--- src/sv/tgcc_pkg.sv ---
// tgcc_pkg: shared types, constants and register codes for the tile grid
// circle collision block
// no dependencies
package tgcc_pkg;

  // grid geometry
  localparam int GRID_CELLS = 4096;
  localparam int GRID_AW    = $clog2(GRID_CELLS);

  // field widths
  localparam int CELL_IDX_W = 12;
  localparam int TILE_W     = 8;
  localparam int POS_W      = 16;
  localparam int OFS_W      = 13;
  localparam int RAD_W      = 12;
  localparam int TS_W       = 3;
  localparam int MW_W       = 13;

  // centre and edge coordinates, 1/16 pixel units
  localparam int COORD_W    = 18;
  // cell column or row, signed
  localparam int CELL_W     = 14;
  localparam int PROD_W     = 2 * MW_W;
  localparam int SUM_W      = PROD_W + 1;
  localparam int SH_W       = 4;
  localparam logic [SH_W-1:0] BASE_SHIFT = 4'd4;

  // configuration port
  localparam int CFG_AW = 2;
  localparam int CFG_DW = 13;
  localparam logic [CFG_AW-1:0] REG_TILE_SHIFT   = 2'd0;
  localparam logic [CFG_AW-1:0] REG_ROW_TILES    = 2'd1;
  localparam logic [CFG_AW-1:0] REG_COLLISION_EN = 2'd2;

  localparam logic [TS_W-1:0] TILE_SHIFT_RST = 3'd4;
  localparam logic [MW_W-1:0] ROW_TILES_RST  = 13'd64;

  // input command codes
  localparam logic CMD_WRITE = 1'b0;
  localparam logic CMD_QUERY = 1'b1;
  localparam logic [TILE_W-1:0] TILE_SOLID = 8'd1;

  // direction codes
  localparam logic signed [1:0] DIR_NONE = 2'sb00;
  localparam logic signed [1:0] DIR_NEG  = 2'sb11;
  localparam logic signed [1:0] DIR_POS  = 2'sb01;

  // queues
  localparam int CMDQ_DEPTH = 2;
  localparam int CMDQ_AW    = 1;
  localparam int CMDQ_CW    = 2;
  localparam int RESQ_DEPTH = 4;
  localparam int RESQ_AW    = 2;
  localparam int RESQ_CW    = 3;

  typedef enum logic [1:0] {
    OP_WRITE = 2'd0,
    OP_QUERY = 2'd1,
    OP_SKIP  = 2'd2
  } op_t;

  // neighbour lookup order of a query
  typedef enum logic [1:0] {
    NB_LEFT   = 2'd0,
    NB_RIGHT  = 2'd1,
    NB_TOP    = 2'd2,
    NB_BOTTOM = 2'd3
  } nb_t;

  typedef struct packed {
    logic [TS_W-1:0] tile_shift;
    logic [MW_W-1:0] row_tiles;
    logic            collision_enabled;
  } cfg_t;

  typedef struct packed {
    op_t                     op;
    logic [CELL_IDX_W-1:0]   cell_index;
    logic                    solid;
    logic signed [CELL_W-1:0] ccol;
    logic signed [CELL_W-1:0] crow;
    logic signed [CELL_W-1:0] left;
    logic signed [CELL_W-1:0] right;
    logic signed [CELL_W-1:0] top;
    logic signed [CELL_W-1:0] bottom;
  } work_t;

  typedef struct packed {
    logic              collided;
    logic signed [1:0] dir_x;
    logic signed [1:0] dir_y;
  } res_t;

endpackage

--- src/sv/tgcc_resq.sv ---
// tgcc_resq: result queue on the output side, reports its fill level to
// the back end for credit
// depends on tgcc_pkg
module tgcc_resq (
  input  logic                          clk,
  input  logic                          rst_n,
  input  logic                          push,
  input  tgcc_pkg::res_t                res_in,
  input  logic                          pop,
  output logic                          empty,
  output tgcc_pkg::res_t                res_out,
  output logic [tgcc_pkg::RESQ_CW-1:0]  cnt
);

  tgcc_pkg::res_t                  mem_r [tgcc_pkg::RESQ_DEPTH];
  logic [tgcc_pkg::RESQ_AW-1:0]    wptr_r;
  logic [tgcc_pkg::RESQ_AW-1:0]    rptr_r;
  logic [tgcc_pkg::RESQ_CW-1:0]    cnt_r;
  logic                            do_pop;

  // the back end never pushes into a full queue, its credit check sees to that
  assign empty   = (cnt_r == '0);
  assign do_pop  = pop && !empty;
  assign res_out = mem_r[rptr_r];
  assign cnt     = cnt_r;

  always_ff @(posedge clk) begin
    if (!rst_n) begin
      wptr_r <= '0;
      rptr_r <= '0;
      cnt_r  <= '0;
    end else begin
      if (push) begin
        wptr_r <= wptr_r + 1'b1;
      end
      if (do_pop) begin
        rptr_r <= rptr_r + 1'b1;
      end
      if (push && !do_pop) begin
        cnt_r <= cnt_r + 1'b1;
      end else if (do_pop && !push) begin
        cnt_r <= cnt_r - 1'b1;
      end
    end
  end

  always_ff @(posedge clk) begin
    if (push) begin
      mem_r[wptr_r] <= res_in;
    end
  end

endmodule

--- config.mk ---
export PLATFORM = sky130hd
export DESIGN_NAME = tgcc_resq
export DESIGN_NICKNAME = d
export VERILOG_FILES = /design/src/sv/tgcc_pkg.sv /design/src/sv/tgcc_resq.sv
export SDC_FILE = /design/constraint.sdc
export NUM_CORES = 1
export LEC_CHECK = 0
export BUFFER_PORTS_ARGS = -buffer_cell sky130_fd_sc_hd__buf_2
export CORE_UTILIZATION = 52
export CTS_BUF_LIST = sky130_fd_sc_hd__clkbuf_2 sky130_fd_sc_hd__clkbuf_4 sky130_fd_sc_hd__clkbuf_8
export DETAILED_ROUTE_END_ITERATION = 10
export PLACE_DENSITY = 0.77
export SLEW_MARGIN = 25
export SYNTH_ARGS = -nofsm -noshare
export SYNTH_HDL_FRONTEND = slang
export SYNTH_SLANG_ARGS = --single-unit
--- constraint.sdc ---
create_clock -name clk -period 2.2 [get_ports clk]
set_clock_uncertainty 0.15 [all_clocks]
set_input_delay 0.33 -clock clk [delete_from_list [all_inputs] [get_ports clk]]
set_output_delay 0.33 -clock clk [all_outputs]
set_load 0.005 [all_outputs]
==> results.ini <==
[yosys]
ys_seq_area_share_pct=65.8
synth_area_per_cell_sq_um=17.4
synth_commonest_cells=edfxtp_1, and2_1, dfxtp_1
synth_top_flop_cell=edfxtp_1
ys_async_sr_fraction_pct=0
syn-num-nets=83
postSynthRegisterBits=29
yosysMostFrequentCell=edfxtp_1
synth-warning-count=0
synth-edff-count=20
yosysTopAreaCell=edfxtp_1
synthTopCellsByArea=edfxtp_1, dfxtp_1, mux4_2
syn_inst=68
ys_types=18
netlist_area_sq_um=1190
synth_top_area_share_pct=50.6

[timing]
slew_headroom_pct=75.6
setup-violations-final=0
worst_slew_pin_slew_ns=0.365
drv_slew=0
max_freq_ghz=0.478
hold_viol=0
finalCritPeriodShare_pct=95.2
tns_ns=0
min_period_ns=2.09

[floorplanning]
fp.dieW_microns=49.8
rows=16
io_pins=18
dieHeight_microns=49.8
dieArea_sq_um=2480
start_util_pct=57.5
coreArea_sq_um=2060

[layout]
drive_gt1_share_pct=36.8
area_growth_pct=16.5
fin_area_sq_um=1380
diodes=0
fill_cells=155
final_nets=109
final_cells=122

[run_status]
status=complete, no violations

[global_routing]
grt_antenna_before_repair=0
grt_usage_pct=16.4
grt_pass1_wl_mm=2.80
grt_max_degree=10
grt_pass1_vias=633
gr-total-overflow=0

[route]
wl_per_cell_microns=14.8
detail_route.vias_per_cell=5.07
drt-initial-drc-count=13
drcViolationCount=0
vias=618
dr.pass1.iters=4
drtAntennaViolNets=0
wl_mm=1.80

[clock_network]
worstSkewPairLatency_ns=0.31
cts_sinks=29
cts_buffer_depth=2
cts_tree=yes
cts_buffers=5
root_buffer=clkbuf_4
h-tree-depth=2
clkSlewWorstSetupHoldPaths_ns=0.08

[place]
port_buffers=17
hpwl_mm=1.33
placed_cells=113
place_congestion=0.763
placed_cell_area_sq_um=1320

[power]
power.leakage_nw=0.525
p_per_area_nw_per_um2=1030
ir_drop_uv=657

[run]
maxCapViolations=0

[setup_path]
arrival_ns=2.18
path_class=reg2reg
critPathLaunchType=register
critPathMaxFanout=2
endpoint_kind=register
critPathRequiredTime_ns=2.29

[hold_path]
hold_path.class=in2reg

## placed cells by master, fill, tap and decap left out
cell type | Yosys | routed
o21ai_0 | 1 | 1
fa_1 | 1 | 1
mux2i_1 | 2 | 2
ha_2 | 0 | 1
buf_2 | 1 | 17
inv_1 | 3 | 3
dfxtp_1 | 9 | 9
o31ai_4 | 1 | 1
or3_1 | 1 | 1
clkinv_1 | 0 | 1
clkbuf_4 | 0 | 7
nor3_1 | 1 | 1
a21boi_1 | 0 | 1
nor2b_1 | 2 | 2
edfxtp_1 | 20 | 20
mux4_2 | 5 | 5
xnor2_1 | 3 | 3
xor2_1 | 2 | 2
ha_1 | 5 | 4
buf_4 | 0 | 3
o311ai_2 | 1 | 1
and2_1 | 9 | 9
## where the power goes
group / internal, mW / total [mW] / switching [mW]
Sequential: 0.649 / 0.724 / 0.0746
Clock: 0.147 / 0.314 / 0.167
Combinational: 0.232 / 0.387 / 0.155
## final timing paths
path	from	to	slack, ns	cells after the start
worst max register to register	cnt[1]	cnt[2]	0.11	7
worst max-delay path	cnt[1]	cnt[2]	0.11	7
worst min register to register	wptr_r[1]	wptr_r[1]	0.42	2
worst min-delay path	res_in[0]	mem_r[0][0]	0.08	1
## metal layers
metal	share of wire [%]	up-vias	wire length (microns)	GRT usage (%)
met2	52	18	941	27.7
met1	43	296	778	19.3
met3	3.7	2	67	4.63
met5	0	-	0	0
met4	0.72	0	13	7.14
li1	-	302	-	-
## repair_timing
item,in CTS,in global routing
setup buffers,0,1
endpoints found under the setup margin,0,1
hold buffers,0,0
gates resized for setup,0,2
## cell type report
cell class              count  area, sq um  area share [%]
clock buffers               7         52.6            3.80
well taps                  27         33.8            2.45
inverters                   3         11.3           0.815
flip-flops and latches     29          781            56.5
multi-input cells          35          392            28.4
clock inverters             1         3.75           0.272
repair buffers             20          108            7.79
## cell families (layout without fill, tap and decap cells)
kind of cell,Yosys count,after routing,share of synthesized area (%)
XOR/XNOR,5,5,3.69
multiplexers,7,7,11.2
adder cells (fa/ha/maj),6,6,6.96
buffers and inverters,4,31,1.37
AND/OR/NAND/NOR,13,13,6.75
flip-flops,29,29,65.8
AO/OA/AOI/OAI,4,4,4.22
## metrics by stage
stage | power, mW | hold WS [ns] | worst slack (ns) | util [%]
2_1_floorplan | 0.975 | 0.279 | 0.119 | -
3_3_place_gp | 1.10 | 0.391 | 0.184 | 63.8
3_5_place_dp | 1.12 | 0.401 | 0.107 | 63.8
4_1_cts | 1.42 | 0.0712 | 0.0808 | 66.5
5_1_grt | 1.50 | 0.0708 | -0.00414 | 67.0
6_report | 1.42 | 0.0817 | 0.106 | 67.0
## critical path, cell delays in order, from the launching register on
cell and delay, ns:
dfxtp_1 0.34, o31ai_4 0.28, ha_2 0.22, inv_1 0.05
fa_1 0.37, xor2_1 0.16, or3_1 0.31, a21boi_1 0.15
## registers in the layout, summed over array words and instances, names as in the netlist, named ones only
signal  count
cnt         3
mem_r      20
rptr_r      2
wptr_r      2
(Power assumes the default switching activity.)
