<file path="config.mk">
export PLATFORM = sky130hd
export DESIGN_NAME = tgcc_front
export DESIGN_NICKNAME = d
export VERILOG_FILES = /design/src/sv/tgcc_pkg.sv /design/src/sv/tgcc_front.sv
export SDC_FILE = /design/constraint.sdc
export NUM_CORES = 1
export LEC_CHECK = 0
export ABC_AREA = 1
export BUFFER_PORTS_ARGS = -buffer_cell sky130_fd_sc_hd__buf_2
export CAP_MARGIN = 20
export CORE_MARGIN = 2
export CORE_UTILIZATION = 55
export DETAILED_ROUTE_END_ITERATION = 12
export GPL_TIMING_DRIVEN = 1
export PLACE_DENSITY = 0.74
export SETUP_SLACK_MARGIN = 0.2
export SLEW_MARGIN = 25
export SYNTH_ARGS = -nofsm -noshare
export SYNTH_HDL_FRONTEND = slang
export SYNTH_SLANG_ARGS = --single-unit
</file>
<file path="constraint.sdc">
create_clock -name clk -period 7.2 [get_ports clk]
set_input_delay 0.36 -clock clk [delete_from_list [all_inputs] [get_ports clk]]
set_output_delay 0.36 -clock clk [all_outputs]
set_load 0.005 [all_outputs]
</file>
<file path="src/sv/tgcc_pkg.sv">
// tgcc_pkg: shared types, constants and register codes for the tile grid
// circle collision block
// no dependencies
package tgcc_pkg;

  // grid geometry
  localparam int GRID_CELLS = 4096;
  localparam int GRID_AW    = $clog2(GRID_CELLS);

  // field widths
  localparam int CELL_IDX_W = 12;
  localparam int TILE_W     = 8;
  localparam int POS_W      = 16;
  localparam int OFS_W      = 13;
  localparam int RAD_W      = 12;
  localparam int TS_W       = 3;
  localparam int MW_W       = 13;

  // centre and edge coordinates, 1/16 pixel units
  localparam int COORD_W    = 18;
  // cell column or row, signed
  localparam int CELL_W     = 14;
  localparam int PROD_W     = 2 * MW_W;
  localparam int SUM_W      = PROD_W + 1;
  localparam int SH_W       = 4;
  localparam logic [SH_W-1:0] BASE_SHIFT = 4'd4;

  // configuration port
  localparam int CFG_AW = 2;
  localparam int CFG_DW = 13;
  localparam logic [CFG_AW-1:0] REG_TILE_SHIFT   = 2'd0;
  localparam logic [CFG_AW-1:0] REG_ROW_TILES    = 2'd1;
  localparam logic [CFG_AW-1:0] REG_COLLISION_EN = 2'd2;

  localparam logic [TS_W-1:0] TILE_SHIFT_RST = 3'd4;
  localparam logic [MW_W-1:0] ROW_TILES_RST  = 13'd64;

  // input command codes
  localparam logic CMD_WRITE = 1'b0;
  localparam logic CMD_QUERY = 1'b1;
  localparam logic [TILE_W-1:0] TILE_SOLID = 8'd1;

  // direction codes
  localparam logic signed [1:0] DIR_NONE = 2'sb00;
  localparam logic signed [1:0] DIR_NEG  = 2'sb11;
  localparam logic signed [1:0] DIR_POS  = 2'sb01;

  // queues
  localparam int CMDQ_DEPTH = 2;
  localparam int CMDQ_AW    = 1;
  localparam int CMDQ_CW    = 2;
  localparam int RESQ_DEPTH = 4;
  localparam int RESQ_AW    = 2;
  localparam int RESQ_CW    = 3;

  typedef enum logic [1:0] {
    OP_WRITE = 2'd0,
    OP_QUERY = 2'd1,
    OP_SKIP  = 2'd2
  } op_t;

  // neighbour lookup order of a query
  typedef enum logic [1:0] {
    NB_LEFT   = 2'd0,
    NB_RIGHT  = 2'd1,
    NB_TOP    = 2'd2,
    NB_BOTTOM = 2'd3
  } nb_t;

  typedef struct packed {
    logic [TS_W-1:0] tile_shift;
    logic [MW_W-1:0] row_tiles;
    logic            collision_enabled;
  } cfg_t;

  typedef struct packed {
    op_t                     op;
    logic [CELL_IDX_W-1:0]   cell_index;
    logic                    solid;
    logic signed [CELL_W-1:0] ccol;
    logic signed [CELL_W-1:0] crow;
    logic signed [CELL_W-1:0] left;
    logic signed [CELL_W-1:0] right;
    logic signed [CELL_W-1:0] top;
    logic signed [CELL_W-1:0] bottom;
  } work_t;

  typedef struct packed {
    logic              collided;
    logic signed [1:0] dir_x;
    logic signed [1:0] dir_y;
  } res_t;

endpackage

</file>
<file path="src/sv/tgcc_front.sv">
// tgcc_front: accepts items, forms the circle centre and edge cells, and
// hands classified work to the command queue
// depends on tgcc_pkg
module tgcc_front (
  input  logic                                 clk,
  input  logic                                 rst_n,
  input  tgcc_pkg::cfg_t                       cfg,
  input  logic                                 clearing,
  input  logic                                 in_push,
  output logic                                 in_full,
  input  logic                                 in_command,
  input  logic [tgcc_pkg::CELL_IDX_W-1:0]      in_cell_index,
  input  logic [tgcc_pkg::TILE_W-1:0]          in_tile_value,
  input  logic [tgcc_pkg::POS_W-1:0]           in_pos_x,
  input  logic [tgcc_pkg::POS_W-1:0]           in_pos_y,
  input  logic signed [tgcc_pkg::OFS_W-1:0]    in_offset_x,
  input  logic signed [tgcc_pkg::OFS_W-1:0]    in_offset_y,
  input  logic [tgcc_pkg::RAD_W-1:0]           in_radius,
  output logic                                 wk_valid,
  input  logic                                 wk_ready,
  output tgcc_pkg::work_t                      wk
);

  // stage 1: centre
  logic                                   s1_v_r;
  tgcc_pkg::op_t                          s1_op_r;
  logic [tgcc_pkg::CELL_IDX_W-1:0]        s1_cell_r;
  logic                                   s1_solid_r;
  logic signed [tgcc_pkg::COORD_W-1:0]    s1_cx_r;
  logic signed [tgcc_pkg::COORD_W-1:0]    s1_cy_r;
  logic [tgcc_pkg::RAD_W-1:0]             s1_rad_r;

  // stage 2: classified work
  logic                                   s2_v_r;
  tgcc_pkg::work_t                        s2_wk_r;
  tgcc_pkg::work_t                        s2_wk_nxt;

  logic                                   s1_en;
  logic                                   s2_en;
  logic                                   accept;
  tgcc_pkg::op_t                          op_in;
  logic signed [tgcc_pkg::COORD_W-1:0]    cx_in;
  logic signed [tgcc_pkg::COORD_W-1:0]    cy_in;
  logic signed [tgcc_pkg::COORD_W-1:0]    rad_s;
  logic [tgcc_pkg::SH_W-1:0]              sh;

  assign s2_en   = !s2_v_r || wk_ready;
  assign s1_en   = !s1_v_r || s2_en;
  assign in_full = clearing || !s1_en;
  assign accept  = in_push && !in_full;

  always_comb begin
    if (in_command == tgcc_pkg::CMD_WRITE) begin
      op_in = tgcc_pkg::OP_WRITE;
    end else if (cfg.collision_enabled) begin
      op_in = tgcc_pkg::OP_QUERY;
    end else begin
      op_in = tgcc_pkg::OP_SKIP;
    end
  end

  assign cx_in = $signed({2'b00, in_pos_x}) + tgcc_pkg::COORD_W'(in_offset_x);
  assign cy_in = $signed({2'b00, in_pos_y}) + tgcc_pkg::COORD_W'(in_offset_y);

  always_ff @(posedge clk) begin
    if (!rst_n) begin
      s1_v_r <= 1'b0;
    end else if (s1_en) begin
      s1_v_r <= accept;
    end
  end

  always_ff @(posedge clk) begin
    if (s1_en && accept) begin
      s1_op_r    <= op_in;
      s1_cell_r  <= in_cell_index;
      s1_solid_r <= (in_tile_value == tgcc_pkg::TILE_SOLID);
      s1_cx_r    <= cx_in;
      s1_cy_r    <= cy_in;
      s1_rad_r   <= in_radius;
    end
  end

  // floor division by the tile edge is an arithmetic shift
  assign sh    = tgcc_pkg::BASE_SHIFT + tgcc_pkg::SH_W'(cfg.tile_shift);
  assign rad_s = $signed({{(tgcc_pkg::COORD_W - tgcc_pkg::RAD_W){1'b0}}, s1_rad_r});

  always_comb begin
    s2_wk_nxt.op         = s1_op_r;
    s2_wk_nxt.cell_index = s1_cell_r;
    s2_wk_nxt.solid      = s1_solid_r;
    s2_wk_nxt.ccol       = tgcc_pkg::CELL_W'(s1_cx_r >>> sh);
    s2_wk_nxt.crow       = tgcc_pkg::CELL_W'(s1_cy_r >>> sh);
    s2_wk_nxt.left       = tgcc_pkg::CELL_W'((s1_cx_r - rad_s) >>> sh);
    s2_wk_nxt.right      = tgcc_pkg::CELL_W'((s1_cx_r + rad_s) >>> sh);
    s2_wk_nxt.top        = tgcc_pkg::CELL_W'((s1_cy_r - rad_s) >>> sh);
    s2_wk_nxt.bottom     = tgcc_pkg::CELL_W'((s1_cy_r + rad_s) >>> sh);
  end

  always_ff @(posedge clk) begin
    if (!rst_n) begin
      s2_v_r <= 1'b0;
    end else if (s2_en) begin
      s2_v_r <= s1_v_r;
    end
  end

  always_ff @(posedge clk) begin
    if (s2_en && s1_v_r) begin
      s2_wk_r <= s2_wk_nxt;
    end
  end

  assign wk_valid = s2_v_r;
  assign wk       = s2_wk_r;

endmodule

</file>
==> results.ini <==
[run_status]
status=completed

[clock_network]
cts_root_buffer=clkbuf_16
clk_pin_slew_worst_paths_ps=70
ctsResizeCount=0
clkSinkCount=164
cts_hold_buf=0
tritoncts=yes
clock_path_buffers=2
ctsHtreeMaxLevel=4
cts_made_buffers=17
postCtsSetupRepairBufs=0
clock_latency_ps=440

[synthesis]
synth_top_area_share_pct=38.9
ys_seq_elements=164
yosysMostFrequentCell=nand2_1
synth_edf_count=162
synth.net_count=1819
ys_warn_count=0
synthArstFlopShare_pct=0
synth.cell_area_um2=12500
yosysSeqAreaShare_pct=39.3
synthTopCellsByArea=edfxtp_1 (39%), nand2_1 (14%), nand3_1 (11%)
yosys.area.top_type=edfxtp_1
postSynthAreaPerCell_um2=7.72
syn_inst=1618
yosys.cell_types.count=46
yosys_most_used_dff=edfxtp_1
synth_commonest_cells=nand2_1 (455), nand3_1 (286), edfxtp_1 (162)

[job]
max_cap_violations=0

[worst_setup_path]
critPathArrivalTime_ps=2930
crit_path_end_kind=flip-flop
reg2reg_from=s1_rad_r[11]
cp-startpoint=cfg[14]
critPathKind=input pin to flip-flop
critical_path_required_ps=7360
startpoint_type=input pin
cp_max_fo=92

[timing]
fin_ws_ps=4430
skew_ps=9.22
report.final.slew_viol_count=0
rsz0062_at_grt=false
slew_headroom_pct=32.5
min_period_ps=2770
setup_tns_ps=0
hold_violations=0
max_freq_mhz=361
tightest_slew_ps=1010
setup_viol=0
min_period_over_period_pct=38.5

[power_and_ir_drop]
powerDensity_nw_per_um2=200
vdd.ir_drop.worst_v=0.000160
p_leak_uw=0.00672

[detailed_routing]
wl_per_cell_um=15.5
dr_total_vias=11668
finalWirelength_um=32200
drcViolationCount=0
drt_iter0_drc=1066
ant_nets=0
first_pass_iters=6
vias_per_cell=5.62

[floorplanning]
io_pins=214
die_x_um=155
die_area_um2=23900
start_util_pct=55.5
die_h_um=155
coreArea_um2=22500
rows=55

[place]
place.port_buffers=200
place_ws_ps=4040
hpwl_um=24700
place.gp.congestion=0.952
placed_cells=2044

[grt]
grt_max_degree=93
grt_overflow=0
gr-usage-all-layers_pct=26.9
grt_pass1_wl_um=52300
antenna_found_initial=0
grt_pass1_vias=10480

[cells_and_area]
fin_cells=2076
num_antenna_cells=0
fin_nets=1979
drive_gt1_share_pct=15.0
area_delta_synth_final_pct=13.3
utilization_pct=62.9
fill_cells=2026

[worst_hold_path]
holdCritStartpoint=in_cell_index[0]
hp-class=input pin to flip-flop

cell type report:
cell class	instances	area, um2	area share [%]
Timing Repair Buffer	205	1040	7.35
Clock buffer	17	425	3.01
Clock inverter	15	163	1.15
Tap cell	285	357	2.52
Multi-Input combinational cell	1240	6700	47.3
Inverter	150	568	4.01
Sequential cell	164	4900	34.6
flip-flops by register name, summed over array words and instances (netlist names), 2 cells and up:
register	count
s1_cell_r	12
s1_cx_r	18
s1_cy_r	18
s1_op_r	2
s1_rad_r	12
wk	99
path summary, 6_finish.rpt:
path / cells after the start / slack (ps) / to
max: 10 / 4430 / wk[71]
min: 1 / 90 / s1_cell_r[0]
min reg2reg: 0 / 420 / wk[97]
max reg2reg: 14 / 4430 / wk[3]
critical path: stages:
cell and delay (ps):
buf_2 80, buf_4 700, inv_1 740, buf_4 460, nand2_1 110, nand2_1 60
nand2_1 50, o21ai_0 140, nand2_1 110, o21ai_0 90
cell usage in the layout, fill, tap and decap left out, types with 3 or more instances in the layout:
cell and count:
buf_2 199, or2_1 3, fa_1 6, buf_4 6
a21o_1 4, inv_8 5, clkinvlp_4 3, xor2_1 38
xnor2_1 13, o21ai_1 11, a21boi_0 3, ha_1 82
clkbuf_16 17, nand3b_1 7, inv_1 143, inv_2 4
nand4_1 12, o21bai_1 5, mux2i_1 19, nand2_2 7
nor2_2 8, a21oi_1 75, nor2_1 92, o21ai_0 71
nand3_1 286, nand2_1 455, nor3_1 14, edfxtp_1 162
o211ai_1 4, clkinv_8 3
report_power, final:
part	internal [uW]	total [uW]	leakage, uW	switching (uW)
registers	1130	1170	0.00152	42.2
logic	262	761	0.00492	499
clock network	464	897	0.000278	433
logic make-up after synthesis:
family	after synthesis	share of synthesized area [%]
adder cells (fa/ha/maj)	88	9.17
buffers and inverters	214	7.29
XOR/XNOR	51	3.58
AO/OA/AOI/OAI	188	8.26
flip-flops	164	39.3
multiplexers	19	1.52
AND/OR/NAND/NOR	894	30.9
metal layers:
metal / vias up / wire length (um) / track usage, %
met2: 515 / 13900 / 40.3
met4: 0 / 380 / 5.51
met5: - / 0 / 0
met3: 31 / 2660 / 4.65
met1: 5320 / 15300 / 41.2
li1: 5802 / - / -
per-stage QoR:
stage / total power, uW / instance area, um2 / hold slack, ps
after floorplan: 1740 / 12500 / 400
after global placement: 1920 / 13600 / 400
after detailed placement: 1930 / 13600 / 405
after CTS: 2830 / 14200 / 81.7
after global routing: 2980 / 14200 / 74.9
final: 2830 / 14200 / 92.2
Note: power is estimated with default switching activity, not from simulation.
